File: src/hdl/tga_rle_pixel_decoder_defines.svh
// Assertion macros for the run-length pixel decoder.
`ifndef TGA_RLE_PIXEL_DECODER_DEFINES_SVH
`define TGA_RLE_PIXEL_DECODER_DEFINES_SVH

// Checked only outside reset.
`define TRPD_ASSERT_RST(lbl, clk, rst, prop) \
   lbl: assert property (@(posedge clk) disable iff (rst) prop) else $error("check failed");

// Checked on every edge.
`define TRPD_ASSERT_ALL(lbl, clk, prop) \
   lbl: assert property (@(posedge clk) prop) else $error("check failed");

`endif

File: src/hdl/trpd_pkg.sv
`default_nettype none
package trpd_pkg;

   localparam int CSR_INDEX_W = 2;
   localparam int CSR_DATA_W  = 32;

   localparam logic [CSR_INDEX_W-1:0] CSR_RLE_ENABLE      = 2'd0;
   localparam logic [CSR_INDEX_W-1:0] CSR_BYTES_PER_PIXEL = 2'd1;
   localparam logic [CSR_INDEX_W-1:0] CSR_TOTAL_PIXELS    = 2'd2;

   localparam logic [7:0] HDR_LEN_MASK   = 8'h7F;
   localparam logic [7:0] HDR_REPEAT_BIT = 8'h80;
   localparam logic [2:0] BPP_WIDE       = 3'd4;
   localparam logic [2:0] BPP_RESET      = 3'd3;

   typedef struct packed {
      logic [7:0] data_byte;
      logic       first_of_image;
      logic       hdr_repeat;
      logic [7:0] hdr_run_len;
   } req_item_type;

   typedef struct packed {
      logic [31:0] pixel_value;
      logic [7:0]  repeat_count;
      logic        image_done;
   } rsp_item_type;

   typedef struct packed {
      logic        rle_enable;
      logic [2:0]  bytes_per_pixel;
      logic [31:0] total_pixels;
   } cfg_type;

endpackage
`default_nettype wire

File: src/hdl/trpd_front.sv
`default_nettype none
module trpd_front #(
   parameter int DEPTH = 4
) (
   input  wire logic                  clock,
   input  wire logic                  reset,
   input  wire logic                  push,
   input  wire logic [7:0]            data_byte,
   input  wire logic                  first_of_image,
   output logic                       full,
   input  wire logic                  pop,
   output logic                       item_valid,
   output trpd_pkg::req_item_type     item
);
   import trpd_pkg::*;
   `include "tga_rle_pixel_decoder_defines.svh"

   localparam int PTR_W = (DEPTH > 1) ? $clog2(DEPTH) : 1;
   localparam int CNT_W = $clog2(DEPTH + 1);

   req_item_type           slot_ff [DEPTH];
   logic [PTR_W-1:0]       wr_ptr_ff, wr_ptr_in;
   logic [PTR_W-1:0]       rd_ptr_ff, rd_ptr_in;
   logic [CNT_W-1:0]       count_ff, count_in;
   req_item_type           classified;
   logic                   do_push, do_pop;

   // header fields are split off on entry
   always_comb begin
      classified.data_byte      = data_byte;
      classified.first_of_image = first_of_image;
      classified.hdr_repeat     = |(data_byte & HDR_REPEAT_BIT);
      classified.hdr_run_len    = (data_byte & HDR_LEN_MASK) + 8'd1;
   end

   assign full       = (count_ff == CNT_W'(DEPTH));
   assign item_valid = (count_ff != '0);
   assign item       = slot_ff[rd_ptr_ff];
   assign do_push    = push && !full;
   assign do_pop     = pop && item_valid;

   always_comb begin
      wr_ptr_in = wr_ptr_ff;
      rd_ptr_in = rd_ptr_ff;
      count_in  = count_ff;
      if (do_push) begin
         wr_ptr_in = (wr_ptr_ff == PTR_W'(DEPTH - 1)) ? '0 : wr_ptr_ff + 1'b1;
      end
      if (do_pop) begin
         rd_ptr_in = (rd_ptr_ff == PTR_W'(DEPTH - 1)) ? '0 : rd_ptr_ff + 1'b1;
      end
      case ({do_push, do_pop})
         2'b10:   count_in = count_ff + 1'b1;
         2'b01:   count_in = count_ff - 1'b1;
         default: count_in = count_ff;
      endcase
   end

   always_ff @(posedge clock) begin
      if (reset) begin
         wr_ptr_ff <= '0;
         rd_ptr_ff <= '0;
         count_ff  <= '0;
      end else begin
         wr_ptr_ff <= wr_ptr_in;
         rd_ptr_ff <= rd_ptr_in;
         count_ff  <= count_in;
      end
   end

   always_ff @(posedge clock) begin
      if (do_push) begin
         slot_ff[wr_ptr_ff] <= classified;
      end
   end

   `TRPD_ASSERT_RST(a_front_count_bound, clock, reset, count_ff <= CNT_W'(DEPTH))

endmodule
`default_nettype wire

File: src/hdl/trpd_back.sv
`default_nettype none
module trpd_back (
   input  wire logic                  clock,
   input  wire logic                  reset,
   input  wire trpd_pkg::cfg_type     cfg,
   input  wire logic                  item_valid,
   input  wire trpd_pkg::req_item_type item,
   output logic                       item_pop,
   input  wire logic                  rsp_full,
   output logic                       rsp_push,
   output trpd_pkg::rsp_item_type     rsp_item
);
   import trpd_pkg::*;
   `include "tga_rle_pixel_decoder_defines.svh"

   logic [31:0] pix_left_ff, pix_left_in;
   logic [7:0]  run_left_ff, run_left_in;
   logic        run_rep_ff, run_rep_in;
   logic [1:0]  byte_pos_ff, byte_pos_in;
   logic [31:0] assembly_ff, assembly_in;

   logic [31:0] pix_left_e;
   logic [7:0]  run_left_e;
   logic        run_rep_e;
   logic [1:0]  byte_pos_e;
   logic [31:0] assembly_e;
   logic [31:0] assembly_n;
   logic [1:0]  last_pos;
   logic [7:0]  count;
   logic        fire;

   assign item_pop = item_valid && !rsp_full;
   assign fire     = item_pop;
   assign last_pos = (cfg.bytes_per_pixel == BPP_WIDE) ? 2'd3 : 2'd2;

   always_comb begin
      pix_left_e = pix_left_ff;
      run_left_e = run_left_ff;
      run_rep_e  = run_rep_ff;
      byte_pos_e = byte_pos_ff;
      assembly_e = assembly_ff;
      if (item.first_of_image) begin
         pix_left_e = cfg.total_pixels;
         run_left_e = '0;
         run_rep_e  = 1'b0;
         byte_pos_e = '0;
         assembly_e = '0;
      end

      pix_left_in = pix_left_e;
      run_left_in = run_left_e;
      run_rep_in  = run_rep_e;
      byte_pos_in = byte_pos_e;
      assembly_in = assembly_e;
      rsp_push    = 1'b0;
      count       = 8'd1;
      assembly_n  = (byte_pos_e == 2'd0) ? '0 : assembly_e;
      assembly_n[8*byte_pos_e +: 8] = item.data_byte;

      if (pix_left_e == '0) begin
         // idle: byte dropped
      end else if (cfg.rle_enable && run_left_e == '0) begin
         run_left_in = item.hdr_run_len;
         run_rep_in  = item.hdr_repeat;
         byte_pos_in = '0;
         assembly_in = '0;
      end else begin
         assembly_in = assembly_n;
         if (byte_pos_e < last_pos) begin
            byte_pos_in = byte_pos_e + 2'd1;
         end else begin
            byte_pos_in = '0;
            rsp_push    = 1'b1;
            if (cfg.rle_enable && run_rep_e) begin
               count       = ({24'd0, run_left_e} > pix_left_e) ? pix_left_e[7:0]
                                                                 : run_left_e;
               run_left_in = '0;
            end else if (cfg.rle_enable && run_left_e != '0) begin
               run_left_in = run_left_e - 8'd1;
            end
            pix_left_in = pix_left_e - {24'd0, count};
            if (pix_left_in == '0) begin
               run_left_in = '0;
               run_rep_in  = 1'b0;
            end
         end
      end
      rsp_push = rsp_push && fire;

      rsp_item.pixel_value  = assembly_n;
      rsp_item.repeat_count = count;
      rsp_item.image_done   = (pix_left_in == '0);
   end

   always_ff @(posedge clock) begin
      if (reset) begin
         pix_left_ff <= '0;
         run_left_ff <= '0;
         run_rep_ff  <= 1'b0;
         byte_pos_ff <= '0;
         assembly_ff <= '0;
      end else if (fire) begin
         pix_left_ff <= pix_left_in;
         run_left_ff <= run_left_in;
         run_rep_ff  <= run_rep_in;
         byte_pos_ff <= byte_pos_in;
         assembly_ff <= assembly_in;
      end
   end

   `TRPD_ASSERT_RST(a_back_done_clears, clock, reset,
      rsp_push && rsp_item.image_done |=> pix_left_ff == '0 && run_left_ff == '0)
   `TRPD_ASSERT_RST(a_back_count_nonzero, clock, reset, rsp_push |-> rsp_item.repeat_count != 8'd0)

endmodule
`default_nettype wire

File: src/hdl/trpd_rsp_queue.sv
`default_nettype none
module trpd_rsp_queue #(
   parameter int DEPTH = 2
) (
   input  wire logic                  clock,
   input  wire logic                  reset,
   input  wire logic                  push,
   input  wire trpd_pkg::rsp_item_type push_item,
   output logic                       full,
   input  wire logic                  pop,
   output logic                       empty,
   output trpd_pkg::rsp_item_type     head
);
   import trpd_pkg::*;
   `include "tga_rle_pixel_decoder_defines.svh"

   localparam int PTR_W = (DEPTH > 1) ? $clog2(DEPTH) : 1;
   localparam int CNT_W = $clog2(DEPTH + 1);

   rsp_item_type     slot_ff [DEPTH];
   logic [PTR_W-1:0] wr_ptr_ff, wr_ptr_in;
   logic [PTR_W-1:0] rd_ptr_ff, rd_ptr_in;
   logic [CNT_W-1:0] count_ff, count_in;
   logic             do_push, do_pop;

   assign full    = (count_ff == CNT_W'(DEPTH));
   assign empty   = (count_ff == '0);
   assign head    = slot_ff[rd_ptr_ff];
   assign do_push = push && !full;
   assign do_pop  = pop && !empty;

   always_comb begin
      wr_ptr_in = wr_ptr_ff;
      rd_ptr_in = rd_ptr_ff;
      if (do_push) begin
         wr_ptr_in = (wr_ptr_ff == PTR_W'(DEPTH - 1)) ? '0 : wr_ptr_ff + 1'b1;
      end
      if (do_pop) begin
         rd_ptr_in = (rd_ptr_ff == PTR_W'(DEPTH - 1)) ? '0 : rd_ptr_ff + 1'b1;
      end
      case ({do_push, do_pop})
         2'b10:   count_in = count_ff + 1'b1;
         2'b01:   count_in = count_ff - 1'b1;
         default: count_in = count_ff;
      endcase
   end

   always_ff @(posedge clock) begin
      if (reset) begin
         wr_ptr_ff <= '0;
         rd_ptr_ff <= '0;
         count_ff  <= '0;
      end else begin
         wr_ptr_ff <= wr_ptr_in;
         rd_ptr_ff <= rd_ptr_in;
         count_ff  <= count_in;
      end
   end

   always_ff @(posedge clock) begin
      if (do_push) begin
         slot_ff[wr_ptr_ff] <= push_item;
      end
   end

   `TRPD_ASSERT_RST(a_rsp_fill, clock, reset, do_push && !do_pop |=> count_ff == $past(count_ff) + 1'b1)

endmodule
`default_nettype wire

File: src/hdl/tga_rle_pixel_decoder.sv
// Channel   Ports                                   Handshake
// req       req_data_byte, req_first_of_image       req_push & !req_full
// rsp       rsp_pixel_value, rsp_repeat_count,      rsp_pop & !rsp_empty
//           rsp_image_done
// csr       csr_index, csr_wdata                    csr_write
//
// While the rsp queue is not full, one byte item per cycle is sustained and the decoder stage retires one item a cycle.
// An accepted byte is held in the req queue; the pixel it completes is registered in the rsp queue before rsp shows it.
// Synchronous active-high reset clears queues and decoder state; csr regs reset
// to rle off, 3 bytes per pixel, 1 pixel.
// A full rsp queue stalls the decoder; the req queue then fills and raises req_full.
`default_nettype none
module tga_rle_pixel_decoder #(
   parameter int REQ_DEPTH = 4,
   parameter int RSP_DEPTH = 2
) (
   input  wire logic                                 clock,
   input  wire logic                                 reset,
   input  wire logic                                 req_push,
   output logic                                      req_full,
   input  wire logic [7:0]                           req_data_byte,
   input  wire logic                                 req_first_of_image,
   output logic                                      rsp_empty,
   input  wire logic                                 rsp_pop,
   output logic [31:0]                               rsp_pixel_value,
   output logic [7:0]                                rsp_repeat_count,
   output logic                                      rsp_image_done,
   input  wire logic                                 csr_write,
   input  wire logic [trpd_pkg::CSR_INDEX_W-1:0]     csr_index,
   input  wire logic [trpd_pkg::CSR_DATA_W-1:0]      csr_wdata
);
   import trpd_pkg::*;

   cfg_type      cfg_ff, cfg_in;
   req_item_type front_item;
   logic         front_valid, front_pop;
   rsp_item_type back_item, rsp_head;
   logic         back_push, rsp_full;

   always_comb begin
      cfg_in = cfg_ff;
      if (csr_write) begin
         unique case (csr_index)
            CSR_RLE_ENABLE:      cfg_in.rle_enable      = csr_wdata[0];
            CSR_BYTES_PER_PIXEL: cfg_in.bytes_per_pixel = csr_wdata[2:0];
            CSR_TOTAL_PIXELS:    cfg_in.total_pixels    = csr_wdata;
            default:             cfg_in = cfg_ff;
         endcase
      end
   end

   always_ff @(posedge clock) begin
      if (reset) begin
         cfg_ff.rle_enable      <= 1'b0;
         cfg_ff.bytes_per_pixel <= BPP_RESET;
         cfg_ff.total_pixels    <= 32'd1;
      end else begin
         cfg_ff <= cfg_in;
      end
   end

   trpd_front #(
      .DEPTH(REQ_DEPTH)
   ) u_front (
      .clock          (clock),
      .reset          (reset),
      .push           (req_push),
      .data_byte      (req_data_byte),
      .first_of_image (req_first_of_image),
      .full           (req_full),
      .pop            (front_pop),
      .item_valid     (front_valid),
      .item           (front_item)
   );

   trpd_back u_back (
      .clock      (clock),
      .reset      (reset),
      .cfg        (cfg_ff),
      .item_valid (front_valid),
      .item       (front_item),
      .item_pop   (front_pop),
      .rsp_full   (rsp_full),
      .rsp_push   (back_push),
      .rsp_item   (back_item)
   );

   trpd_rsp_queue #(
      .DEPTH(RSP_DEPTH)
   ) u_rsp_queue (
      .clock     (clock),
      .reset     (reset),
      .push      (back_push),
      .push_item (back_item),
      .full      (rsp_full),
      .pop       (rsp_pop),
      .empty     (rsp_empty),
      .head      (rsp_head)
   );

   assign rsp_pixel_value  = rsp_head.pixel_value;
   assign rsp_repeat_count = rsp_head.repeat_count;
   assign rsp_image_done   = rsp_head.image_done;

endmodule
`default_nettype wire

File: config.mk
export PLATFORM = sky130hd
export DESIGN_NAME = tga_rle_pixel_decoder
export DESIGN_NICKNAME = d
export VERILOG_FILES = /design/src/hdl/trpd_pkg.sv /design/src/hdl/trpd_front.sv /design/src/hdl/trpd_back.sv /design/src/hdl/trpd_rsp_queue.sv /design/src/hdl/tga_rle_pixel_decoder.sv
export VERILOG_INCLUDE_DIRS = /design/src /design/src/hdl
export SDC_FILE = /design/constraint.sdc
export NUM_CORES = 1
export LEC_CHECK = 0
export ABC_AREA = 1
export BUFFER_PORTS_ARGS = -buffer_cell sky130_fd_sc_hd__clkbuf_2
export CORE_ASPECT_RATIO = 1.5
export CORE_MARGIN = 5
export CORE_UTILIZATION = 55
export DETAILED_ROUTE_END_ITERATION = 10
export GPL_ROUTABILITY_DRIVEN = 1
export GPL_TIMING_DRIVEN = 1
export PLACE_DENSITY = 0.86
export SLEW_MARGIN = 40
export SYNTH_ARGS = -nofsm -noshare
export SYNTH_HDL_FRONTEND = slang
export SYNTH_SLANG_ARGS = --single-unit
File: constraint.sdc
create_clock -name clock -period 4.7 [get_ports clock]
set_input_delay 0.47 -clock clock [delete_from_list [all_inputs] [get_ports clock]]
set_output_delay 0.47 -clock clock [all_outputs]
set_load 0.05 [all_outputs]
# Word-level counts from Yosys, hierarchy flattened
# Memory sizes are Yosys's and may differ from the RTL's. A register that Yosys moved wholly into a read port is not among the register bits.
# Cells that the tools add are included.
# Widths: inputs -> output; s select.
word_totals:
  regBits: 122
  ramBits: 154
  out_inout_bits: 43
  word_cells: 121
  mem_count: 2
op_classes:
  n_addsub: 13
  order_cmp: 2
  n_eq_ne: 11
  n_shift: 2
  n_mux: 51
  n_reduce_logical: 26
mem_list:
  columns: ["memory", "depth", "width", "rd", "rd_ports_with_merged_regs", "write_ports", "line", "source"]
  rows:
  - ["u_rsp_queue.slot_ff", 2, 41, 1, 1, 1, "trpd_rsp_queue.sv:20", "rsp_item_type slot_ff [DEPTH];"]
  - ["u_front.slot_ff", 4, 18, 1, 1, 1, "trpd_front.sv:21", "req_item_type slot_ff [DEPTH];"]
op_table:
  columns: ["operator", "n"]
  rows:
  - ["$mux 32", 8]
  - ["$mux 8", 15]
  - ["$logic_not 32->1", 3]
  - ["$neg 5->34", 1]
  - ["$shift 8x34->32 const A", 1]
  - ["$shiftx 8x34->32", 1]
  - ["$bwmux 32", 1]
  - ["$gt 8x32->1", 1]
  - ["$sub 32x8->32", 1]
  - ["$mux 1", 17]
  - ["$mux 2", 8]
  - ["$eq 2x2->1 const B", 6]
  - ["$logic_and 1x1->1", 9]
  - ["$add 2x1->2 const B", 4]
  - ["$add 7x1->8 const B", 1]
  - ["$logic_not 8->1", 1]
  - ["$reduce_bool 8->1", 1]
  - ["$sub 8x1->8 const B", 1]
  - ["$eq 2x1->1 const B", 3]
  - ["$eq 3x3->1 const B", 2]
  - ["$logic_not 2->1", 3]
  - ["$pmux 3 s2", 1]
  - ["$reduce_and 2->1", 3]
  - ["$pmux 2 s2", 1]
  - ["other kinds (8)", 12]

# Longest topological paths before layout
# Gate-level depths: netlist of the first run.
logic_depth:
  ltp_word: 13
  mapped_depth: 44

# By module
# From an unflattened synthesis of the first run, not the netlist that was laid out.
hier_totals:
  cells_unflattened: 1973
  hier_area_um2: 15337.2
by_module_without_submodules:
  columns: ["mod", "n_inst", "cells_each", "area_each_um2"]
  rows:
  - ["trpd_back", 1, 1324, 7166.9]
  - ["trpd_rsp_queue", 1, 168, 3410.8]
  - ["trpd_front", 1, 255, 3258.1]
  - ["tga_rle_pixel_decoder", 1, 226, 1501.4]

# Worst setup path before layout of the first run
# OpenSTA, ideal clock, no wires.
synth_path:
  path_type: "reg2reg"
  start: "reg (tool-made name)"
  end: "reg u_back.run_left_ff[1]"
  setup_ns: 0.132
  t_arrival_ns: 4.672
  t_required_ns: 4.568
  setup_slack_ns: -0.104
  path_stages_with_launch: 38
  path_cell_list: "dfxtp_1 > buf_4 > inv_2 > nand3_4 > nand2_4 > buf_6 > buf_6 > buf_2 > nand2_1 > ha_1 > nand3_1 > nor4_1 > nor3b_2 > nand2_1 > buf_2 > nand2_1 > nand3_1 > ha_1 > (+2 left out) > nand3_1 > nand2_1 > a21oi_1 > nand3_1 > nor2_1 > nand2_1 > nor2_1 > nand2_1 > nand2_1 > nand2_1 > nor2_1 > nand3_2 > nand2_1 > nand2_1 > nand2_1 > nand2_1 > nand2_1 > a21oi_1"
synth_rtl:
  columns: ["item", "line", "source"]
  rows:
  - ["to (signal assigned)", "trpd_back.sv:104", "run_left_ff <= run_left_in;"]
  - ["to (decl)", "trpd_back.sv:17", "logic [7:0] run_left_ff, run_left_in;"]

==> metrics, run 1 <==
data required time of the critical path 4.87 ns; sequential cell area fraction in the yosys report 48.66%; Met1 Routed Length roughly 15 mm; hold buffers post-CTS 0; average cell area after synthesis 8.173 µm²; Net Count, Synth 1,840; final clock period utilization by the worst path 113.9%; global placement routability congestion 0.9914; worst path arrival time 5.52 ns; maximum clock path buffer count 3; commonest register cell after synthesis sky130_fd_sc_hd__edfxtp_1; Final Skew 0.01951 ns; die outline area 0.02958 mm²; clock latency of the later-clocked register in the worst-skew pair 0.55 ns; internal power contribution between 7 and 8 mW; fraction of layout instances using a drive strength above 1 29.25%; top-level port count 91; Yosys warning total 0; outcome finished with violations; Rel. slew slack a little over two fifths; core region area 0.02585 mm²; final setup violating endpoints 108; flip-flop and latch count after synthesis 275; Clock power frac between 10% and 20%; summed area of non-filler cells in the final layout between 0.015 and 0.02 mm²; switching power total 6.310 mW; unrepaired setup endpoints after global routing yes; share of flip-flops with an asynchronous set or reset after synthesis 0%; overall track demand over capacity in global routing between 20 and 30%; worst-case vdd ir drop 0.4909 mV; minimum clock period after layout 5.353 ns; detailed placer's ending HPWL around 27 mm; final antenna-violating net count 0; failing checks negative setup slack; commonest cells after routing, fill and taps aside 367 x sky130_fd_sc_hd__nand2_1, 183 x sky130_fd_sc_hd__buf_4, 151 x sky130_fd_sc_hd__inv_1; DR pass1 iterations 6; pin count of the biggest net entering global routing 88; drt wl/cell 19.23 µm; mean number of vias per cell 5.991; number of rows in the core area 72; crit path setup slack, layout -0.6530 ns; Net Sw Frac 45.62%; Slew Limit Fails 0; count of mapped cells out of synthesis 1,762; Final Non-Filler Cells 2,347; number of inserted filler cells in the final layout approximately 1.8k; kind of critical path flop to flop; max-cap violations 0; Placed Area about 0.016 mm²; final hold violations 0; maximum net fanout on the critical path 41; maximum level of the CTS H-tree 1; Clock transition at path regs 0.07 ns; critical path launch point type flop; height of the die 208.2 µm; met2 WL 22.62 mm; total wirelength of the detailed-routed design around 45 mm; highest achievable clock rate ~190 MHz; vias in the first global route 12.84k; actual slew at the worst max-slew pin 0.8438 ns; aggregate global routing overflow 0; DRC violation total after the first TritonRoute iteration 1,308; dpl cells ~2.2k; number of I/O port buffers 90; Sink Count 275; Post-synth EDFFs 150; global-route wire length before repair between 60 and 70 mm; antenna violations before repair 0; highest layer used for signal routing met4; Nets 2,074; Critical Path Sink Type flop; total area of multi-input combinational cells 0.007176 mm²; relative contribution of combinational cells to total power 62.2%; buffer type at the clock tree root sky130_fd_sc_hd__clkbuf_16; power density normalized to cell area 756.3 mW/mm²; clock tree from TritonCTS done; number of buffers created by CTS 25; worst min-delay path category input pin to flop; routed length on met3 3.701 mm; R2R setup slack -0.65 ns; layout overhead on the synthesized area 27.01%; fin util about 71%; footprint of the flip-flops and latches 0.007015 mm²; sequential power share between 20 and 25%; # diodes 0; detailed-route via count 14.06k; combined area of all synthesized cells 0.01440 mm²; count of unique library cells instantiated by Yosys 50; horizontal die dimension approximately 140 µm; drc violations 0; leakage power of the design about 7.4 nW; commonest non-fill, non-tap cell in the layout sky130_fd_sc_hd__nand2_1; Hold Worst Slack 0.1499 ns; Starting Density 55.70%
path summary, 6_finish.rpt:
kind                                         endpoint                          startpoint  cells after the start
hold / removal                cfg_ff[22]$_SDFFE_PP0P_                       csr_wdata[22]                      3
hold reg to reg    u_rsp_queue.rd_ptr_ff$_SDFFE_PP0P_  u_rsp_queue.rd_ptr_ff$_SDFFE_PP0P_                      1
setup / recovery  u_rsp_queue.slot_ff[0][5]$_DFFE_PP_     u_front.slot_ff[1][9]$_DFFE_PP_                     25
setup reg to reg  u_rsp_queue.slot_ff[0][5]$_DFFE_PP_     u_front.slot_ff[1][9]$_DFFE_PP_                     25
registers in the layout, indices dropped and copies added (netlist names), named ones only:
register,count
u_front.slot_ff,68
u_rsp_queue.wr_ptr_ff,1
u_rsp_queue.rd_ptr_ff,1
u_rsp_queue.slot_ff,82
u_rsp_queue.count_ff,2
u_front.count_ff,3
u_front.wr_ptr_ff,2
u_back.assembly_ff,32
u_back.run_rep_ff,1
cfg_ff,36
u_back.pix_left_ff,32
u_back.run_left_ff,8
u_back.byte_pos_ff,2
u_front.rd_ptr_ff,2
cells by family after synthesis:
group	after synthesis	share of synthesized area [%]
buf+inv	260	7.472
fa+ha+maj	30	2.711
compound gates	379	14.40
mux	41	3.206
flops	275	48.66
simple gates	764	22.76
xor+xnor	13	0.7907
layout make-up:
class / count / area share [%]
Multi-Input combinational cell: 1229 / 39.24
Sequential cell: 275 / 38.36
Timing Repair Buffer: 298 / 12.05
Clock buffer: 29 / 3.612
Inverter: 167 / 3.510
Tap cell: 333 / 2.278
Clock inverter: 16 / 0.9509
power by group through the flow:
stage                     Sequential [mW]  Combinational (mW)  Clock (mW)
after detailed placement             3.13                6.55           0
after CTS                            3.09                7.11        2.11
final                                3.11                8.61        2.12
after global routing                 3.14                9.17        2.21
after global placement               3.11                6.39           0
after floorplan                      3.05                4.09           0
metrics by stage:
stage	total power [mW]	setup WS (ns)	TNS, ns
global placement	9.498	-0.6110	-7.926
global route	14.51	-0.8688	-78.94
floorplan	7.146	0.002306	0
detailed placement	9.686	-0.7789	-12.44
CTS	12.31	-0.2134	-7.359
finish	13.83	-0.6530	-59.45
layer usage:
| layer | vias up | track usage, % |
|---|---|---|
| li1 | 6399 | - |
| met1 | 6521 | 29.37 |
| met2 | 877 | 47.95 |
| met3 | 265 | 2.963 |
| met4 | 0 | 17.68 |
| met5 | - | 0 |
Yosys cell counts (4+ instances only):
cell type | instances | area, µm²
sky130_fd_sc_hd__o21ai_2 | 4 | 35.03
sky130_fd_sc_hd__nand4_1 | 21 | 131.4
sky130_fd_sc_hd__o21ai_0 | 167 | 835.8
sky130_fd_sc_hd__buf_1 | 14 | 52.55
sky130_fd_sc_hd__inv_1 | 159 | 596.8
sky130_fd_sc_hd__nand3_1 | 84 | 420.4
sky130_fd_sc_hd__o22ai_1 | 30 | 187.7
sky130_fd_sc_hd__buf_2 | 16 | 80.08
sky130_fd_sc_hd__ha_1 | 28 | 350.3
sky130_fd_sc_hd__inv_2 | 5 | 18.77
sky130_fd_sc_hd__nand2_2 | 16 | 100.1
sky130_fd_sc_hd__o32ai_1 | 8 | 70.07
sky130_fd_sc_hd__mux2_2 | 41 | 461.7
sky130_fd_sc_hd__nor2_2 | 10 | 62.56
sky130_fd_sc_hd__nand2_1 | 422 | 1584
sky130_fd_sc_hd__a21oi_1 | 120 | 600.6
sky130_fd_sc_hd__buf_6 | 8 | 90.09
sky130_fd_sc_hd__clkbuf_1 | 51 | 191.4
sky130_fd_sc_hd__edfxtp_1 | 150 | 4504
sky130_fd_sc_hd__xor2_1 | 10 | 87.58
sky130_fd_sc_hd__o21ai_1 | 22 | 110.1
sky130_fd_sc_hd__nor3_1 | 9 | 45.04
sky130_fd_sc_hd__buf_4 | 4 | 30.03
sky130_fd_sc_hd__nor2_1 | 169 | 634.4
sky130_fd_sc_hd__nand3b_1 | 13 | 97.59
sky130_fd_sc_hd__or2_2 | 4 | 25.02
sky130_fd_sc_hd__dfxtp_1 | 125 | 2502
sky130_fd_sc_hd__a32o_1 | 7 | 70.07
sky130_fd_sc_hd__o211ai_1 | 8 | 60.06
what timing repair did:
item                       CTS  global route
pin swaps                   27            59
resized for setup           69           172
setup endpoints to repair   30           119
hold endpoints to repair     0             0
buffers inserted            37            23
cloned                       3             3
worst max-delay path, stage by stage, from the launching register on:
cell and delay (ns):
sky130_fd_sc_hd__edfxtp_1 0.41, sky130_fd_sc_hd__nand2_2 0.14, sky130_fd_sc_hd__nand3_4 0.17, sky130_fd_sc_hd__nand2_8 0.16, sky130_fd_sc_hd__nand2_4 0.07, sky130_fd_sc_hd__o21ai_4 0.12, sky130_fd_sc_hd__inv_2 0.10, sky130_fd_sc_hd__buf_4 0.14
sky130_fd_sc_hd__buf_4 0.12, sky130_fd_sc_hd__buf_4 0.13, sky130_fd_sc_hd__buf_4 0.12, sky130_fd_sc_hd__buf_4 0.11, sky130_fd_sc_hd__buf_4 0.12, sky130_fd_sc_hd__buf_4 0.12, sky130_fd_sc_hd__buf_4 0.12, sky130_fd_sc_hd__buf_4 0.12
sky130_fd_sc_hd__buf_4 0.12, sky130_fd_sc_hd__buf_4 0.13, sky130_fd_sc_hd__nand4_1 0.16, sky130_fd_sc_hd__nor3_2 0.08, sky130_fd_sc_hd__nand2_2 0.10, sky130_fd_sc_hd__nand3_2 0.60, sky130_fd_sc_hd__inv_4 0.52, sky130_fd_sc_hd__nand2_1 0.28
sky130_fd_sc_hd__nor2_4 0.14, sky130_fd_sc_hd__buf_4 0.48
(Power assumes the default switching activity.)
==> run 2, diff against run 1 <==
--- a/config.mk
+++ b/config.mk
@@ -14,7 +14,7 @@
 export DETAILED_ROUTE_END_ITERATION = 10
 export GPL_ROUTABILITY_DRIVEN = 1
 export GPL_TIMING_DRIVEN = 1
-export PLACE_DENSITY = 0.86
+export PLACE_DENSITY = 0.73
 export SLEW_MARGIN = 40
 export SYNTH_ARGS = -nofsm -noshare
 export SYNTH_HDL_FRONTEND = slang
==> run 2 against run 1 <==
Net effect:
- the run still ends with negative setup slack left
- flip-flop and latch count stayed put
- largest power group unchanged
- non-clock buffer count is 5 higher
- wire length is 6.2% lower
- via count is 5.1% lower
- count of clock-buffer cells in the layout is 8 higher
- clock power hardly changed
- critical path type unchanged
- sequential power hardly changed
==> metrics, run 2 (synthesized netlist as in run 1, its figures left out) <==
outcome finished with violations; failing checks negative setup slack; detailed placer's ending HPWL around 28 mm; detailed-route via count ~13k; number of I/O port buffers 90; vias in the first global route 12.84k; pin count of the biggest net entering global routing 88; final antenna-violating net count 0; drt wl/cell 17.97 µm; maximum net fanout on the critical path 7; data required time of the critical path ~5.1 ns; clock latency of the later-clocked register in the worst-skew pair 0.56 ns; power density normalized to cell area approximately 740 mW/mm²; aggregate global routing overflow 0; R2R setup slack -0.32 ns; worst-case vdd ir drop 0.5326 mV; number of inserted filler cells in the final layout 1,921; Slew Limit Fails 0; # diodes 0; slowest cell on the critical path sky130_fd_sc_hd__fa_2; kind of critical path flop to flop; number of buffers created by CTS 26; dpl cells 2,259; global-route wire length before repair 64.34 mm; maximum level of the CTS H-tree 1; number of flip-flops under the largest register name 82; overall track demand over capacity in global routing 26.85%; Top Registers u_rsp_queue.slot_ff (82), u_front.slot_ff (68), cfg_ff (36); total area of multi-input combinational cells 0.007116 mm²; unrepaired setup endpoints after global routing yes; DR pass1 iterations 8; Worst Reg-to-Reg Cells 37; Starting Density 55.70%; Clock transition at path regs 0.07 ns; endpoint of the worst register-to-register path u_back.run_left_ff[0]$_SDFFE_PP0P_; die outline area roughly 0.030 mm²; dominant cell type by count on the critical path sky130_fd_sc_hd__nand2_1; maximum clock path buffer count 3; worst min-delay path category input pin to flop; mean number of vias per cell 5.664; number of rows in the core area 72; max-cap violations 0; final clock period utilization by the worst path 106.7%; buffer type at the clock tree root sky130_fd_sc_hd__clkbuf_16; antenna violations before repair 0; Nets 2,080; worst-case setup slack after placement -0.4841 ns; footprint of the flip-flops and latches 0.007015 mm²; crit path setup slack, layout -0.3152 ns; global placement routability congestion 0.9462; critical path launch point type flop; post-route setup TNS -3.152 ns; fraction of layout instances using a drive strength above 1 28.44%; final setup violating endpoints 12; commonest cells after routing, fill and taps aside 377 x sky130_fd_sc_hd__nand2_1, 195 x sky130_fd_sc_hd__buf_4, 152 x sky130_fd_sc_hd__inv_1; height of the die between 200 and 250 µm; DRC violation total after the first TritonRoute iteration ~1.1k; total wirelength of the detailed-routed design 42.31 mm; layout overhead on the synthesized area 26.95%; Worst Hold Path Cells 1; Sink Count 275; core region area 0.02585 mm²; hold buffers post-CTS 0; Crit path largest cell delay 0.37 ns; final hold violations 0; Final Skew 0.01565 ns; worst path arrival time 5.42 ns; commonest non-fill, non-tap cell in the layout sky130_fd_sc_hd__nand2_1; Hold Worst Slack 0.1296 ns; top-level port count ~90; Rel. slew slack between 40% and 50%; drc violations 0; Final Non-Filler Cells 2,355; highest achievable clock rate 199.4 MHz; critical hold path startpoint req_data_byte[7]; worst hold endpoint u_front.slot_ff[3][8]$_DFFE_PP_; actual slew at the worst max-slew pin 0.8026 ns; leakage power of the design 7.425 nW; largest reg by FF count u_rsp_queue.slot_ff; clock tree from TritonCTS done; minimum clock period after layout approximately 5.0 ns; horizontal die dimension 142.1 µm; Critical Path Sink Type flop
==> run 2: cell types whose count changed in the layout (fill, tap and decap cells not counted), sizes merged <==
cell,previous run,this run
buf,206,208
bufinv,3,2
clkbuf,121,132
inv,168,165
clkinvlp,3,0
clkinv,9,11
==> run 2: critical path: cells and delay by family, from the launching register on <==
kind,cells,cell delay [ns]
adders and majority gates,3,0.78
and+or+nand+nor,25,2.62
AOI/OAI and AO/OA,4,0.59
buffers and inverters,5,0.50
DFF,1,0.36
==> run 2: how the worst max path moves through the flow <==
stage | slack (ns) | to | start
5_1_grt | -0.53 | u_back.run_left_ff[1]$_SDFFE_PP0P_ | u_front.slot_ff[2][9]$_DFFE_PP_
3_5_place_dp | -0.48 | u_rsp_queue.slot_ff[1][0]$_DFFE_PP_ | flop
3_3_place_gp | -0.38 | u_rsp_queue.slot_ff[1][0]$_DFFE_PP_ | flop
4_1_cts | -0.24 | u_back.run_left_ff[1]$_SDFFE_PP0P_ | u_front.slot_ff[2][9]$_DFFE_PP_
6_report | -0.32 | u_back.run_left_ff[0]$_SDFFE_PP0P_ | flop
2_1_floorplan | 0.002 | u_back.run_left_ff[1]$_SDFFE_PP0P_ | flop
==> run 2: layer usage <==
layer / GRT usage [%] / part of all wire, %
met5: 0 / 0
met4: 13.97 / 6.0
met3: 2.504 / 5.6
met2: 50.37 / 53
met1: 29.31 / 35
==> run 2: where the power goes <==
group | total (mW) | switching [mW] | internal (mW)
logic | 8.37 | 4.92 | 3.45
clock network | 2.15 | 0.910 | 1.24
registers | 3.09 | 0.181 | 2.91
total | 13.6 | 6.01 | 7.60
==> run 2: layout make-up <==
| type | instances | share of cell area [%] |
|---|---|---|
| Multi-Input combinational cell | 1229 | 38.92 |
| Clock buffer | 37 | 4.127 |
| Timing Repair Buffer | 303 | 12.10 |
| Clock inverter | 11 | 0.7049 |
| Inverter | 167 | 3.491 |
| Sequential cell | 275 | 38.38 |
| Tap cell | 333 | 2.279 |
==> run 2: stage by stage <==
stage               utilization [%]  power, mW  instance area [µm²]
CTS                           67.57      12.51                17470
floorplan                         -      7.146                14410
detailed placement            62.58      9.856                16180
global placement              62.57      9.742                16180
global route                  70.71      14.45                18280
finish                        70.71      13.61                18280
==> run 2: timing repair <==
item / in CTS / in global routing
pin swaps: 38 / 66
setup endpoints to repair: 20 / 31
setup buffers: 16 / 27
cloned: 2 / 5
gates resized for setup: 73 / 132
